### src/sv/lfrs_pkg.sv
// ----------------------------------------------------------------------------
// Line follower route sequencer package
// Route phases, drive patterns and register indexes shared by the design.
// ----------------------------------------------------------------------------
`default_nettype none

package lfrs_pkg;

   // Route phases: three following legs, two phases for each spin turn, stop.
   typedef enum logic [2:0] {
      PH_LEG1 = 3'd0,
      PH_RA   = 3'd1,
      PH_RB   = 3'd2,
      PH_LEG2 = 3'd3,
      PH_LA   = 3'd4,
      PH_LB   = 3'd5,
      PH_LEG3 = 3'd6,
      PH_DONE = 3'd7
   } phase_type;

   // H-bridge drive patterns.
   localparam logic [3:0] PAT_STOP  = 4'd0;
   localparam logic [3:0] PAT_FWD   = 4'd5;
   localparam logic [3:0] PAT_RIGHT = 4'd6;
   localparam logic [3:0] PAT_LEFT  = 4'd9;

   // Configuration register indexes.
   localparam int unsigned CSR_INDEX_BITS = 3;
   typedef enum logic [CSR_INDEX_BITS-1:0] {
      CSR_LEG1  = 3'd0,
      CSR_LEG2  = 3'd1,
      CSR_LEG3  = 3'd2,
      CSR_FWD   = 3'd3,
      CSR_STEER = 3'd4,
      CSR_TURN  = 3'd5
   } csr_index_type;

   // Phase evaluations that one sample can need: a leg may end, a turn
   // phase may pass, and the next phase still sees the same sample.
   localparam int unsigned PASSES = 4;

   // Sensor sample; each bit is 0 when that sensor sees the line.
   typedef struct packed {
      logic d;
      logic c;
      logic b;
      logic a;
   } sensor_type;

   localparam int unsigned SENSOR_BITS = $bits(sensor_type);

endpackage

`default_nettype wire

### src/sv/line_follower_route_sequencer.sv
// ----------------------------------------------------------------------------
// Line follower route sequencer
// Drives a fixed three-leg route from a stream of four-sensor line samples.
// ----------------------------------------------------------------------------
// Usage:
//   req_ carries one sensor sample per transfer; rsp_ returns exactly one
//   motor command per sample, in order: drive pattern, both PWM duties, the
//   junction count of the current leg and the route-done flag.
//   csr_ writes the leg junction targets and speeds; it is always ready and
//   should only be written while no sample is in flight.
//   A req_ sample passes through the input register and then the
//   sequencing stage, whose state registers are the result. Throughput is
//   one sample per cycle while the receiver takes results, set by the
//   single update of the route state registers in the sequencing stage.
//   When the receiver stalls, the result holds and one further sample is
//   taken into the input register before req_tready drops.
//   Reset returns the route to the first leg with the motors stopped, both
//   duties and the junction count at zero, and loads the default targets
//   (2, 1, 1) and speeds (512, 612, 250).
// ----------------------------------------------------------------------------
`default_nettype none

module line_follower_route_sequencer
   import lfrs_pkg::*;
#(
   parameter int unsigned DUTY_BITS  = 10,
   parameter int unsigned COUNT_BITS = 4
) (
   input  wire logic                      clock,
   input  wire logic                      reset,
   // sensor_a, sensor_b, sensor_c, sensor_d from bit 0 up, zero padded
   input  wire logic                      req_tvalid,
   output logic                           req_tready,
   input  wire logic [7:0]                req_tdata,
   // drive_pattern, left_duty, right_duty, junction_count, route_done
   // from bit 0 up, zero padded
   output logic                           rsp_tvalid,
   input  wire logic                      rsp_tready,
   output logic [((5+2*DUTY_BITS+COUNT_BITS+7)/8)*8-1:0] rsp_tdata,
   input  wire logic                      csr_valid,
   output logic                           csr_ready,
   input  wire logic [CSR_INDEX_BITS-1:0] csr_index,
   input  wire logic [DUTY_BITS-1:0]      csr_wdata
);

   localparam int unsigned FIELD_BITS = 5 + 2*DUTY_BITS + COUNT_BITS;
   localparam int unsigned RSP_BITS   = ((FIELD_BITS + 7) / 8) * 8;

   logic [COUNT_BITS-1:0] leg1_target, leg2_target, leg3_target;
   logic [DUTY_BITS-1:0]  forward_speed, steer_speed, turn_speed;
   logic                  advance;
   logic                  sample_valid;
   sensor_type            sample;
   sensor_type            req_sample;
   logic [3:0]            drive_pattern;
   logic [DUTY_BITS-1:0]  left_duty, right_duty;
   logic [COUNT_BITS-1:0] junction_count;
   logic                  route_done;

   assign csr_ready  = 1'b1;
   assign req_sample = sensor_type'(req_tdata[SENSOR_BITS-1:0]);

   lfrs_csr #(
      .DUTY_BITS  (DUTY_BITS),
      .COUNT_BITS (COUNT_BITS)
   ) u_csr (
      .clock         (clock),
      .reset         (reset),
      .csr_valid     (csr_valid),
      .csr_index     (csr_index),
      .csr_wdata     (csr_wdata),
      .leg1_target   (leg1_target),
      .leg2_target   (leg2_target),
      .leg3_target   (leg3_target),
      .forward_speed (forward_speed),
      .steer_speed   (steer_speed),
      .turn_speed    (turn_speed)
   );

   lfrs_in_reg u_in_reg (
      .clock        (clock),
      .reset        (reset),
      .req_tvalid   (req_tvalid),
      .req_tready   (req_tready),
      .req_sample   (req_sample),
      .advance      (advance),
      .sample_valid (sample_valid),
      .sample       (sample)
   );

   lfrs_core #(
      .DUTY_BITS  (DUTY_BITS),
      .COUNT_BITS (COUNT_BITS)
   ) u_core (
      .clock          (clock),
      .reset          (reset),
      .leg1_target    (leg1_target),
      .leg2_target    (leg2_target),
      .leg3_target    (leg3_target),
      .forward_speed  (forward_speed),
      .steer_speed    (steer_speed),
      .turn_speed     (turn_speed),
      .sample_valid   (sample_valid),
      .sample         (sample),
      .advance        (advance),
      .rsp_valid      (rsp_tvalid),
      .rsp_ready      (rsp_tready),
      .drive_pattern  (drive_pattern),
      .left_duty      (left_duty),
      .right_duty     (right_duty),
      .junction_count (junction_count),
      .route_done     (route_done)
   );

   // Pack the result fields, lowest field first.
   assign rsp_tdata = RSP_BITS'({route_done, junction_count, right_duty,
                                 left_duty, drive_pattern});

endmodule

`default_nettype wire

### src/sv/lfrs_csr.sv
// ----------------------------------------------------------------------------
// Line follower route sequencer: configuration registers
// Leg junction targets and the three wheel speeds, written over the CSR port.
// ----------------------------------------------------------------------------
`default_nettype none

module lfrs_csr
   import lfrs_pkg::*;
#(
   parameter int unsigned DUTY_BITS  = 10,
   parameter int unsigned COUNT_BITS = 4
) (
   input  wire logic                      clock,
   input  wire logic                      reset,
   input  wire logic                      csr_valid,
   input  wire logic [CSR_INDEX_BITS-1:0] csr_index,
   input  wire logic [DUTY_BITS-1:0]      csr_wdata,
   output logic [COUNT_BITS-1:0]          leg1_target,
   output logic [COUNT_BITS-1:0]          leg2_target,
   output logic [COUNT_BITS-1:0]          leg3_target,
   output logic [DUTY_BITS-1:0]           forward_speed,
   output logic [DUTY_BITS-1:0]           steer_speed,
   output logic [DUTY_BITS-1:0]           turn_speed
);

   logic [COUNT_BITS-1:0] leg1_ff, leg1_in;
   logic [COUNT_BITS-1:0] leg2_ff, leg2_in;
   logic [COUNT_BITS-1:0] leg3_ff, leg3_in;
   logic [DUTY_BITS-1:0]  fwd_ff, fwd_in;
   logic [DUTY_BITS-1:0]  steer_ff, steer_in;
   logic [DUTY_BITS-1:0]  turn_ff, turn_in;

   // Write decode; indexes beyond the register list are dropped.
   always_comb begin
      leg1_in  = leg1_ff;
      leg2_in  = leg2_ff;
      leg3_in  = leg3_ff;
      fwd_in   = fwd_ff;
      steer_in = steer_ff;
      turn_in  = turn_ff;
      if (csr_valid) begin
         unique case (csr_index)
            CSR_LEG1:  leg1_in  = csr_wdata[COUNT_BITS-1:0];
            CSR_LEG2:  leg2_in  = csr_wdata[COUNT_BITS-1:0];
            CSR_LEG3:  leg3_in  = csr_wdata[COUNT_BITS-1:0];
            CSR_FWD:   fwd_in   = csr_wdata;
            CSR_STEER: steer_in = csr_wdata;
            CSR_TURN:  turn_in  = csr_wdata;
            default: begin
            end
         endcase
      end
   end

   // Register bank with its documented reset values.
   always_ff @(posedge clock) begin
      if (reset) begin
         leg1_ff  <= COUNT_BITS'(2);
         leg2_ff  <= COUNT_BITS'(1);
         leg3_ff  <= COUNT_BITS'(1);
         fwd_ff   <= DUTY_BITS'(512);
         steer_ff <= DUTY_BITS'(612);
         turn_ff  <= DUTY_BITS'(250);
      end else begin
         leg1_ff  <= leg1_in;
         leg2_ff  <= leg2_in;
         leg3_ff  <= leg3_in;
         fwd_ff   <= fwd_in;
         steer_ff <= steer_in;
         turn_ff  <= turn_in;
      end
   end

   assign leg1_target   = leg1_ff;
   assign leg2_target   = leg2_ff;
   assign leg3_target   = leg3_ff;
   assign forward_speed = fwd_ff;
   assign steer_speed   = steer_ff;
   assign turn_speed    = turn_ff;

endmodule

`default_nettype wire

### src/sv/lfrs_in_reg.sv
// ----------------------------------------------------------------------------
// Line follower route sequencer: input register
// Holds one accepted sensor sample until the sequencing stage takes it.
// ----------------------------------------------------------------------------
`default_nettype none

module lfrs_in_reg
   import lfrs_pkg::*;
(
   input  wire logic       clock,
   input  wire logic       reset,
   input  wire logic       req_tvalid,
   output logic            req_tready,
   input  wire sensor_type req_sample,
   input  wire logic       advance,
   output logic            sample_valid,
   output sensor_type      sample
);

   logic       valid_ff, valid_in;
   sensor_type sample_ff, sample_in;
   logic       req_accept;

   // Room exists when the register is empty or its sample leaves this cycle.
   assign req_tready = !valid_ff || advance;
   assign req_accept = req_tvalid && req_tready;

   always_comb begin
      valid_in  = valid_ff;
      sample_in = sample_ff;
      if (req_accept) begin
         valid_in  = 1'b1;
         sample_in = req_sample;
      end else if (advance) begin
         valid_in = 1'b0;
      end
   end

   always_ff @(posedge clock) begin
      if (reset) begin
         valid_ff <= 1'b0;
      end else begin
         valid_ff <= valid_in;
      end
   end

   always_ff @(posedge clock) begin
      sample_ff <= sample_in;
   end

   assign sample_valid = valid_ff;
   assign sample       = sample_ff;

endmodule

`default_nettype wire

### src/sv/lfrs_core.sv
// ----------------------------------------------------------------------------
// Line follower route sequencer: sequencing stage
// Applies one sample to the route state; the state registers form the result.
// ----------------------------------------------------------------------------
`default_nettype none

module lfrs_core
   import lfrs_pkg::*;
#(
   parameter int unsigned DUTY_BITS  = 10,
   parameter int unsigned COUNT_BITS = 4
) (
   input  wire logic                  clock,
   input  wire logic                  reset,
   input  wire logic [COUNT_BITS-1:0] leg1_target,
   input  wire logic [COUNT_BITS-1:0] leg2_target,
   input  wire logic [COUNT_BITS-1:0] leg3_target,
   input  wire logic [DUTY_BITS-1:0]  forward_speed,
   input  wire logic [DUTY_BITS-1:0]  steer_speed,
   input  wire logic [DUTY_BITS-1:0]  turn_speed,
   input  wire logic                  sample_valid,
   input  wire sensor_type            sample,
   output logic                       advance,
   output logic                       rsp_valid,
   input  wire logic                  rsp_ready,
   output logic [3:0]                 drive_pattern,
   output logic [DUTY_BITS-1:0]       left_duty,
   output logic [DUTY_BITS-1:0]       right_duty,
   output logic [COUNT_BITS-1:0]      junction_count,
   output logic                       route_done
);

   localparam logic [COUNT_BITS-1:0] COUNT_MAX = {COUNT_BITS{1'b1}};

   phase_type             phase_ff, phase_in;
   logic                  onj_ff, onj_in;
   logic [COUNT_BITS-1:0] cnt_ff, cnt_in;
   logic [3:0]            pat_ff, pat_in;
   logic [DUTY_BITS-1:0]  ld_ff, ld_in;
   logic [DUTY_BITS-1:0]  rd_ff, rd_in;
   logic                  valid_ff, valid_in;
   logic                  fire;
   logic                  see_a, see_b, see_c, see_d, see_all;

   // The result stage drains when empty or when its transfer completes.
   assign advance = !valid_ff || rsp_ready;
   assign fire    = sample_valid && advance;

   // True where the sensor sees the line.
   assign see_a   = !sample.a;
   assign see_b   = !sample.b;
   assign see_c   = !sample.c;
   assign see_d   = !sample.d;
   assign see_all = see_a && see_b && see_c && see_d;

   // Next route state: a phase that ends hands the same sample on to the
   // next phase, so a few phase evaluations are chained per sample.
   always_comb begin
      logic                  fin;
      logic [COUNT_BITS-1:0] target;
      phase_type             next_ph;
      phase_in = phase_ff;
      onj_in   = onj_ff;
      cnt_in   = cnt_ff;
      pat_in   = pat_ff;
      ld_in    = ld_ff;
      rd_in    = rd_ff;
      fin      = !fire;
      target   = leg3_target;
      next_ph  = PH_DONE;
      for (int i = 0; i < PASSES; i++) begin
         if (!fin) begin
            target  = leg3_target;
            next_ph = PH_DONE;
            if (phase_in == PH_LEG1) begin
               target  = leg1_target;
               next_ph = PH_RA;
            end else if (phase_in == PH_LEG2) begin
               target  = leg2_target;
               next_ph = PH_LA;
            end
            unique case (phase_in)
               PH_LEG1, PH_LEG2, PH_LEG3: begin
                  if (onj_in && see_all) begin
                     // Still crossing the junction: hold the forward command.
                     fin = 1'b1;
                  end else begin
                     onj_in = 1'b0;
                     if (cnt_in >= target) begin
                        // Leg complete: start the turn or stop.
                        phase_in = next_ph;
                        if (next_ph == PH_RA) begin
                           pat_in = PAT_RIGHT;
                           ld_in  = turn_speed;
                           rd_in  = turn_speed;
                        end else if (next_ph == PH_LA) begin
                           pat_in = PAT_LEFT;
                           ld_in  = turn_speed;
                           rd_in  = turn_speed;
                        end else begin
                           pat_in = PAT_STOP;
                        end
                     end else begin
                        fin = 1'b1;
                        if (see_all) begin
                           pat_in = PAT_FWD;
                           ld_in  = forward_speed;
                           rd_in  = forward_speed;
                           if (cnt_in != COUNT_MAX) begin
                              cnt_in = cnt_in + COUNT_BITS'(1);
                           end
                           onj_in = 1'b1;
                        end else if (see_b && see_c) begin
                           pat_in = PAT_FWD;
                           ld_in  = forward_speed;
                           rd_in  = forward_speed;
                        end else if (!see_b && see_c) begin
                           pat_in = PAT_FWD;
                           ld_in  = steer_speed;
                           rd_in  = '0;
                        end else if (see_b && !see_c) begin
                           pat_in = PAT_FWD;
                           ld_in  = '0;
                           rd_in  = steer_speed;
                        end
                     end
                  end
               end
               PH_RA: begin
                  if (see_b && !see_c) phase_in = PH_RB;
                  else fin = 1'b1;
               end
               PH_RB: begin
                  if (see_b && see_c) begin
                     phase_in = PH_LEG2;
                     cnt_in   = '0;
                     onj_in   = 1'b0;
                  end else begin
                     fin = 1'b1;
                  end
               end
               PH_LA: begin
                  if (!see_b && see_c) phase_in = PH_LB;
                  else fin = 1'b1;
               end
               PH_LB: begin
                  if (see_b && see_c) begin
                     phase_in = PH_LEG3;
                     cnt_in   = '0;
                     onj_in   = 1'b0;
                  end else begin
                     fin = 1'b1;
                  end
               end
               PH_DONE: begin
                  pat_in = PAT_STOP;
                  fin    = 1'b1;
               end
               default: begin
                  phase_in = PH_DONE;
                  pat_in   = PAT_STOP;
                  fin      = 1'b1;
               end
            endcase
         end
      end
   end

   // Result valid flag.
   always_comb begin
      valid_in = valid_ff;
      if (fire) begin
         valid_in = 1'b1;
      end else if (rsp_ready) begin
         valid_in = 1'b0;
      end
   end

   always_ff @(posedge clock) begin
      if (reset) begin
         phase_ff <= PH_LEG1;
         onj_ff   <= 1'b0;
         cnt_ff   <= '0;
         pat_ff   <= PAT_STOP;
         ld_ff    <= '0;
         rd_ff    <= '0;
         valid_ff <= 1'b0;
      end else begin
         phase_ff <= phase_in;
         onj_ff   <= onj_in;
         cnt_ff   <= cnt_in;
         pat_ff   <= pat_in;
         ld_ff    <= ld_in;
         rd_ff    <= rd_in;
         valid_ff <= valid_in;
      end
   end

   assign rsp_valid      = valid_ff;
   assign drive_pattern  = pat_ff;
   assign left_duty      = ld_ff;
   assign right_duty     = rd_ff;
   assign junction_count = cnt_ff;
   assign route_done     = (phase_ff == PH_DONE);

endmodule

`default_nettype wire

### config.mk
export PLATFORM = sky130hd
export DESIGN_NAME = line_follower_route_sequencer
export DESIGN_NICKNAME = d
export VERILOG_FILES = /design/src/sv/lfrs_pkg.sv /design/src/sv/line_follower_route_sequencer.sv /design/src/sv/lfrs_csr.sv /design/src/sv/lfrs_in_reg.sv /design/src/sv/lfrs_core.sv
export SDC_FILE = /design/constraint.sdc
export NUM_CORES = 1
export LEC_CHECK = 0
export BUFFER_PORTS_ARGS = -buffer_cell sky130_fd_sc_hd__buf_4
export CAP_MARGIN = 20
export CORE_MARGIN = 4
export CORE_UTILIZATION = 40
export CTS_CLUSTER_DIAMETER = 30
export DETAILED_ROUTE_END_ITERATION = 7
export GPL_ROUTABILITY_DRIVEN = 0
export SLEW_MARGIN = 40
export SYNTH_ARGS = -nofsm -noshare
export SYNTH_HDL_FRONTEND = slang
export SYNTH_SLANG_ARGS = --single-unit
### constraint.sdc
create_clock -name clock -period 5.1 [get_ports clock]
set_input_delay 0.51 -clock clock [delete_from_list [all_inputs] [get_ports clock]]
set_output_delay 0.51 -clock clock [all_outputs]
set_load 0.01 [all_outputs]
==> impl_metrics.yaml, run 1 <==
layout:
  nets: 806
  areaGrowthSynthToFinish_pct: 16.8
  stdcell_count: 951
  diodes: 0
  drive_gt1_frac: 0.169
  multi_input_area_um2: 3650
  fin_area_um2: 6470
  seq_area_um2: 1640
  fillCellCount: 1335
timing:
  slew_headroom: 0.431
  hold_slack_ns: 0.341
  setup_viol: 0
  worst_slack_ns: 0.361
  drv_slew: 0
  clock_skew_ns: 0.00870
  max_freq_mhz: 211
  setup_tns_ns: 0
  worstMarginPinSlew_ns: 0.850
  final_hold_viol_count: 0
  period_share: 0.929
  rsz0062_at_grt: "no"
  finalCriticalPeriod_ns: 4.74
placed_design:
  pre_cts_slack_ns: 0.187
  dpl_cell_area_um2: 6100
  place_inst: 935
  dp_hpwl_mm: 12.3
  port_buffers: 52
synth:
  synth_edf_count: 4
  synthesis.area_um2: 5540
  yosysWarnings: 0
  synth-seq-cells: 80
  avgSynthCellArea_um2: 7.54
  syn_inst: 735
  ys_seq_area_frac: 0.296
  ys_async_sr_fraction: 0
  synth-main-ff-cell: "dfxtp_1"
  ys_types: 70
worst_hold_path:
  hold_path_end: "u_in_reg.sample[3]"
  holdCritPathClass: "input port to register"
  hold_start: "req_tdata[3]"
  whs_path_depth: 1
grt:
  grt_pass1_vias: 5258
  grt_max_degree: 75
  overflow: 0
  antenna_found_initial: 0
  grt_use_total: 0.216
  grt_pass1_wl_mm: 27.9
drt:
  vias_per_cell: 6.08
  vias: 5778
  drtPass1Iterations: 5
  drt_iter0_drc: 633
  drc: 0
  ant_nets: 0
  wl_per_cell_um: 18.4
  wl_mm: 17.5
floorplanning:
  die_h_um: 126
  die_area_um2: 15800
  start_util: 0.413
  core_area_um2: 13400
  die_width_um: 126
  ios: 61
  rows: 42
worst_setup_path:
  start_kind: "register"
  crit_type: "register to register"
  reg2reg_from: "u_core.phase_ff[1]"
  cp_data_arrival_time_ns: 4.97
  reg2reg_depth: 21
  rr_endpoint: "u_core.left_duty[4]"
  cp_max_fo: 8
  worstPathRequired_ns: 5.33
  critical_path.endpoint_type: "register"
  rrSetupSlack_ns: 0.36
power_and_ir_drop:
  vdd_drop_max_v: 0.000176
  power.density_nw_per_um2: 383
  leakagePower_nw: 2.63
clocking:
  post_cts_buffers: 0
  insertion_delay_ns: 0.35
  cts_made_buffers: 9
  htreeDepth: 3
  cts_tree: "yes"
  clock_path_buffers: 2
  cts_root_buf: "clkbuf_16"
  clkSinkCount: 80
  clk_pin_slew_worst_paths_ns: 0.06
run:
  drv_cap: 0
outcome:
  status: "finished clean"
==> what timing repair did <==
action / CTS / global route
hold buffers: 0 / 0
gates resized for setup: 0 / 15
endpoints found under the hold margin: 0 / 0
endpoints found under the setup margin: 0 / 24
==> state kept, by name, summed over array words and instances, names as in the netlist <==
register               flops
u_core.left_duty          10
u_core.right_duty         10
u_csr.forward_speed       10
u_csr.steer_speed         10
u_csr.turn_speed          10
u_core.drive_pattern       4
u_core.junction_count      4
u_csr.leg1_target          4
u_csr.leg2_target          4
u_csr.leg3_target          4
u_in_reg.sample            4
u_core.phase_ff            3
u_core.onj_ff              1
u_core.rsp_valid           1
u_in_reg.sample_valid      1
==> metal layers <==
metal / track usage / share of wire / vias to the layer above / wire length, um
met1: 0.320 / 0.47 / 2680 / 8140
li1: - / - / 2740 / -
met5: 0 / 0 / - / 0
met4: 0.0835 / 0.025 / 0 / 442
met2: 0.309 / 0.42 / 317 / 7280
met3: 0.0385 / 0.093 / 41 / 1620
==> where the power goes <==
part           switching, mW  internal, mW  leakage (nW)
Sequential            0.0514         0.674         0.659
Clock                  0.280         0.425         0.161
Combinational          0.630         0.420          1.81
==> stage by stage <==
stage	utilization	power, mW
finish	0.483	2.48
global route	0.483	2.63
CTS	0.480	2.44
detailed placement	0.455	1.74
global placement	0.455	1.71
floorplan	-	1.44
==> cells in the mapped netlist, types with 5 or more instances <==
cell,count,area share
nand4_1,5,0.0056
nor2b_1,20,0.023
a32oi_1,9,0.014
and2_1,5,0.0056
nand2b_1,7,0.0079
nor4_1,10,0.011
dfxtp_1,76,0.27
nand3b_1,11,0.015
buf_4,11,0.015
o211a_1,10,0.018
clkbuf_1,32,0.022
nand3_1,8,0.0072
a21o_1,25,0.034
nand2_1,129,0.087
nor2_1,65,0.044
nor3_1,26,0.023
o22ai_1,22,0.025
a31oi_1,14,0.016
o31ai_1,9,0.012
a21oi_1,49,0.044
o21ai_0,33,0.030
mux2i_1,39,0.070
a22oi_1,6,0.0081
inv_1,8,0.0054
and3_1,13,0.015
ha_1,10,0.023
buf_2,6,0.0054
or3_1,5,0.0056
==> kinds of logic after synthesis <==
group,after synthesis,share of synthesized area
buffers and inverters,65,0.0542
xor gates and xnor gates,2,0.00316
and+or+nand+nor,318,0.275
other,2,0.00136
muxes,42,0.0766
DFF,80,0.296
adders and majority gates,10,0.0226
AOI/OAI and AO/OA,216,0.271
==> how the worst max path moves through the flow <==
stage | start | end | slack, ns | cells after the start
after global routing | u_core.phase_ff[1] | u_core.right_duty[3] | 0.02 | 22
after detailed placement | u_core.phase_ff[1] | u_core.right_duty[7] | 0.19 | 21
after CTS | u_core.phase_ff[1] | u_core.right_duty[7] | 0.15 | 21
final | u_core.phase_ff[1] | u_core.left_duty[4] | 0.36 | 21
after floorplan | u_core.phase_ff[1] | u_core.right_duty[8] | 0.41 | 23
after global placement | u_core.phase_ff[1] | u_core.drive_pattern[0] | 0.23 | 21
==> placed cells by master, fill, tap and decap left out, types with 10 or more instances in the layout <==
master     Yosys  final
and3_1        13     13
a21o_1        25     25
o21ai_0       33     30
o22ai_1       22     21
dfxtp_1       76     75
clkbuf_16      0     10
a31oi_1       14     14
nand2_1      129    128
o211a_1       10     10
ha_1          10     10
buf_4         11     74
nor2_1        65     64
nor3_1        26     25
a21oi_1       49     49
nand3b_1      11     11
nor2b_1       20     20
mux2i_1       39     39
==> critical path, stage by stage (launching register included) <==
cell	delay, ns
dfxtp_1	0.37
or3_4	0.44
o22ai_1	0.14
a21oi_1	0.07
ha_1	0.29
nor2b_1	0.05
o21a_2	0.24
nor4_2	0.33
a32oi_2	0.21
a211oi_4	0.43
mux2i_1	0.24
a21oi_1	0.10
ha_1	0.28
inv_1	0.03
a21boi_0	0.16
o21ai_1	0.11
a21o_1	0.26
nand2_2	0.21
nor2_1	0.08
o31ai_1	0.38
a21o_1	0.17
nor3_1	0.04
==> layout make-up <==
type / instances / share of cell area
Clock buffer: 11 / 0.0408
Clock inverter: 5 / 0.00947
Inverter: 11 / 0.00638
Multi-Input combinational cell: 592 / 0.565
Sequential cell: 80 / 0.254
Tap cell: 176 / 0.0340
Timing Repair Buffer: 76 / 0.0907
Power figures use the tool's default switching activity.
==> inputs of run 2 (changes only) <==
==> constraint.sdc (replaced) <==
create_clock -name clock -period 5.1 [get_ports clock]
set_input_delay 1.53 -clock clock [delete_from_list [all_inputs] [get_ports clock]]
set_output_delay 1.53 -clock clock [all_outputs]
set_load 0.01 [all_outputs]
==> run 2 against run 1 <==
Utilization up 0.62 points. Non-clock buffer count rose by 16. Die area is the same. Register-to-register slack better by 0.03 ns. Worst setup slack improved by 0.033 ns. Largest power group unchanged. Routed wire length up 2.0%. Global-route usage increased by 0.47 points. Critical path depth unchanged.
==> impl_metrics.yaml, run 2 (same netlist as run 1, synthesis figures left out) <==
worst_setup_path:
  crit_chain: "or3_4 -> o221ai_2 -> ha_1 -> o21ai_0 -> and2b_2 -> nor2_1 -> or3_1 -> a31oi_1 -> o21ai_0 -> mux2_2 -> inv_1 -> ha_1 -> inv_1 -> a21boi_0 -> o21ai_1 -> a21o_1 -> or2_2 -> a21oi_1 -> o21a_1 -> a21oi_1 -> o21ba_2"
  crit_family: "compound AO/OA/AOI/OAI gates"
  cp_data_arrival_time_ns: 4.96
  cp_slowest_cell: "or3_4"
  start_kind: "register"
  worstPathRequired_ns: 5.35
  critical_path.endpoint_type: "register"
  reg2reg_depth: 21
  critPathLaunch: "u_core.phase_ff[1]"
  cp-endpoint: "u_core.drive_pattern[2]"
  rrSetupSlack_ns: 0.39
  reg2reg_from: "u_core.phase_ff[1]"
  critPathMaxStageDelay_ns: 0.46
  path_buf_inv: 2
  rr_endpoint: "u_core.drive_pattern[2]"
  path_depth: 21
  cp_max_fo: 7
  crit_type: "register to register"
timing:
  final_hold_viol_count: 0
  setup_tns_ns: 0
  drv_slew: 0
  slew_headroom: 0.477
  hold_slack_ns: 0.509
  clock_skew_ns: 0.00927
  worstMarginPinSlew_ns: 0.785
  max_freq_mhz: 212
  period_share: 0.923
  finalCriticalPeriod_ns: 4.71
  setup_viol: 0
grt:
  grt_pass1_vias: 5437
  grt_pass1_wl_mm: 28.3
  grt_use_total: 0.221
  overflow: 0
  grt_max_degree: 75
  antenna_found_initial: 0
floorplanning:
  rows: 42
  ios: 61
  start_util: 0.413
  die_area_um2: 15800
  die_width_um: 126
  core_area_um2: 13400
  die_h_um: 126
layout:
  nets: 822
  mostFrequentLayoutCell: "nand2_1"
  fillCellCount: 1317
  diodes: 0
  areaGrowthSynthToFinish_pct: 18.3
  fin_area_um2: 6550
  final_cell_mix: "nand2_1 (129), buf_4 (90), dfxtp_1 (75), nor2_1 (64), a21oi_1 (49)"
  drive_gt1_frac: 0.186
power_and_ir_drop:
  p_comb_frac: 0.442
  swShare: 0.404
  power_mw: 2.45
  power.density_nw_per_um2: 374
  leakagePower_nw: 2.69
  vdd_drop_max_v: 0.000175
  switchingPower_mw: 0.992
  p_int_mw: 1.46
  clkPwrFrac: 0.262
  p_seq_frac: 0.296
placed_design:
  dpl_cell_area_um2: 6240
  port_buffers: 52
  dp_hpwl_mm: 12.5
drt:
  dr_wl_met2_mm: 7.76
  wl_per_cell_um: 18.4
  ant_nets: 0
  highest_layer: "met4"
  vias_per_cell: 6.00
  wl_met1_mm: 8.07
  wl_met3_mm: 1.60
  drtPass1Iterations: 6
  wl_mm: 17.8
  drt_iter0_drc: 667
  vias: 5798
  drc: 0
clocking:
  post_cts_buffers: 0
  cts.hold.buffers_added: 0
  cts_tree: "yes"
  cts_made_buffers: 9
  cts-resized-gates: 0
  clkSinkCount: 80
  insertion_delay_ns: 0.35
  clock_path_buffers: 2
  clk_pin_slew_worst_paths_ns: 0.07
  htreeDepth: 3
  cts_root_buf: "clkbuf_16"
outcome:
  status: "finished clean"
run:
  drv_cap: 0
worst_hold_path:
  holdCritPathClass: "register to register"
==> run 2: cell types whose count changed in the layout (fill, tap and decap cells not counted), sizes merged <==
cell,before,now
buf,76,92
clkinv,3,2
clkinvlp,0,1
inv,12,15
bufinv,1,0
clkbuf,11,9
==> run 2: cell type report <==
| type | instances | area [um^2] | share of cell area |
|---|---|---|---|
| multi-input cells | 592 | 3650 | 0.556 |
| flip-flops and latches | 80 | 1640 | 0.251 |
| repair buffers | 92 | 716 | 0.109 |
| clock buffers | 9 | 225 | 0.0344 |
| well taps | 176 | 220 | 0.0336 |
| clock inverters | 7 | 62.6 | 0.00955 |
| inverters | 11 | 41.3 | 0.00630 |
==> run 2: worst min path at each step <==
stage | start | end | slack (ns) | cells past startpoint
final | u_csr.turn_speed[0] | u_csr.turn_speed[0] | 0.51 | 2
after global routing | u_csr.forward_speed[0] | u_csr.forward_speed[0] | 0.53 | 2
after CTS | u_csr.steer_speed[8] | u_csr.steer_speed[8] | 0.51 | 2
after detailed placement | u_csr.steer_speed[8] | u_csr.steer_speed[8] | 0.50 | 2
after global placement | u_csr.steer_speed[8] | u_csr.steer_speed[8] | 0.49 | 2
after floorplan | u_csr.steer_speed[7] | u_csr.steer_speed[7] | 0.44 | 2
==> run 2: per-stage QoR <==
step	util	worst slack, ns	std cells
2_1_floorplan	-	0.176	737
3_3_place_gp	0.465	0.0548	951
3_5_place_dp	0.465	0.0661	951
5_1_grt	0.489	-0.00277	967
6_report	0.489	0.393	967
4_1_cts	0.487	0.216	967
==> run 2: power groups by stage <==
stage | Sequential, mW | Clock, mW | Combinational, mW
2_1_floorplan | 0.730 | 0 | 0.706
3_3_place_gp | 0.733 | 0 | 1.02
3_5_place_dp | 0.736 | 0 | 1.05
4_1_cts | 0.722 | 0.654 | 1.05
5_1_grt | 0.732 | 0.675 | 1.18
6_report | 0.726 | 0.644 | 1.08
==> run 2: per-layer routing <==
metal,vias to the layer above,GRT usage
li1,2770,-
met1,2711,0.319
met5,-,0
met4,0,0.0874
met2,286,0.324
met3,31,0.0415
==> run 2: worst register-to-register path: stages, from the launching register on <==
cell and delay (ns):
dfxtp_1 0.38, or3_4 0.46, o221ai_2 0.21, ha_1 0.27, o21ai_0 0.20, and2b_2 0.23, nor2_1 0.06, or3_1 0.40
a31oi_1 0.18, o21ai_0 0.15, mux2_2 0.30, inv_1 0.13, ha_1 0.16, inv_1 0.03, a21boi_0 0.15, o21ai_1 0.11
a21o_1 0.24, or2_2 0.39, a21oi_1 0.17, o21a_1 0.13, a21oi_1 0.06, o21ba_2 0.20
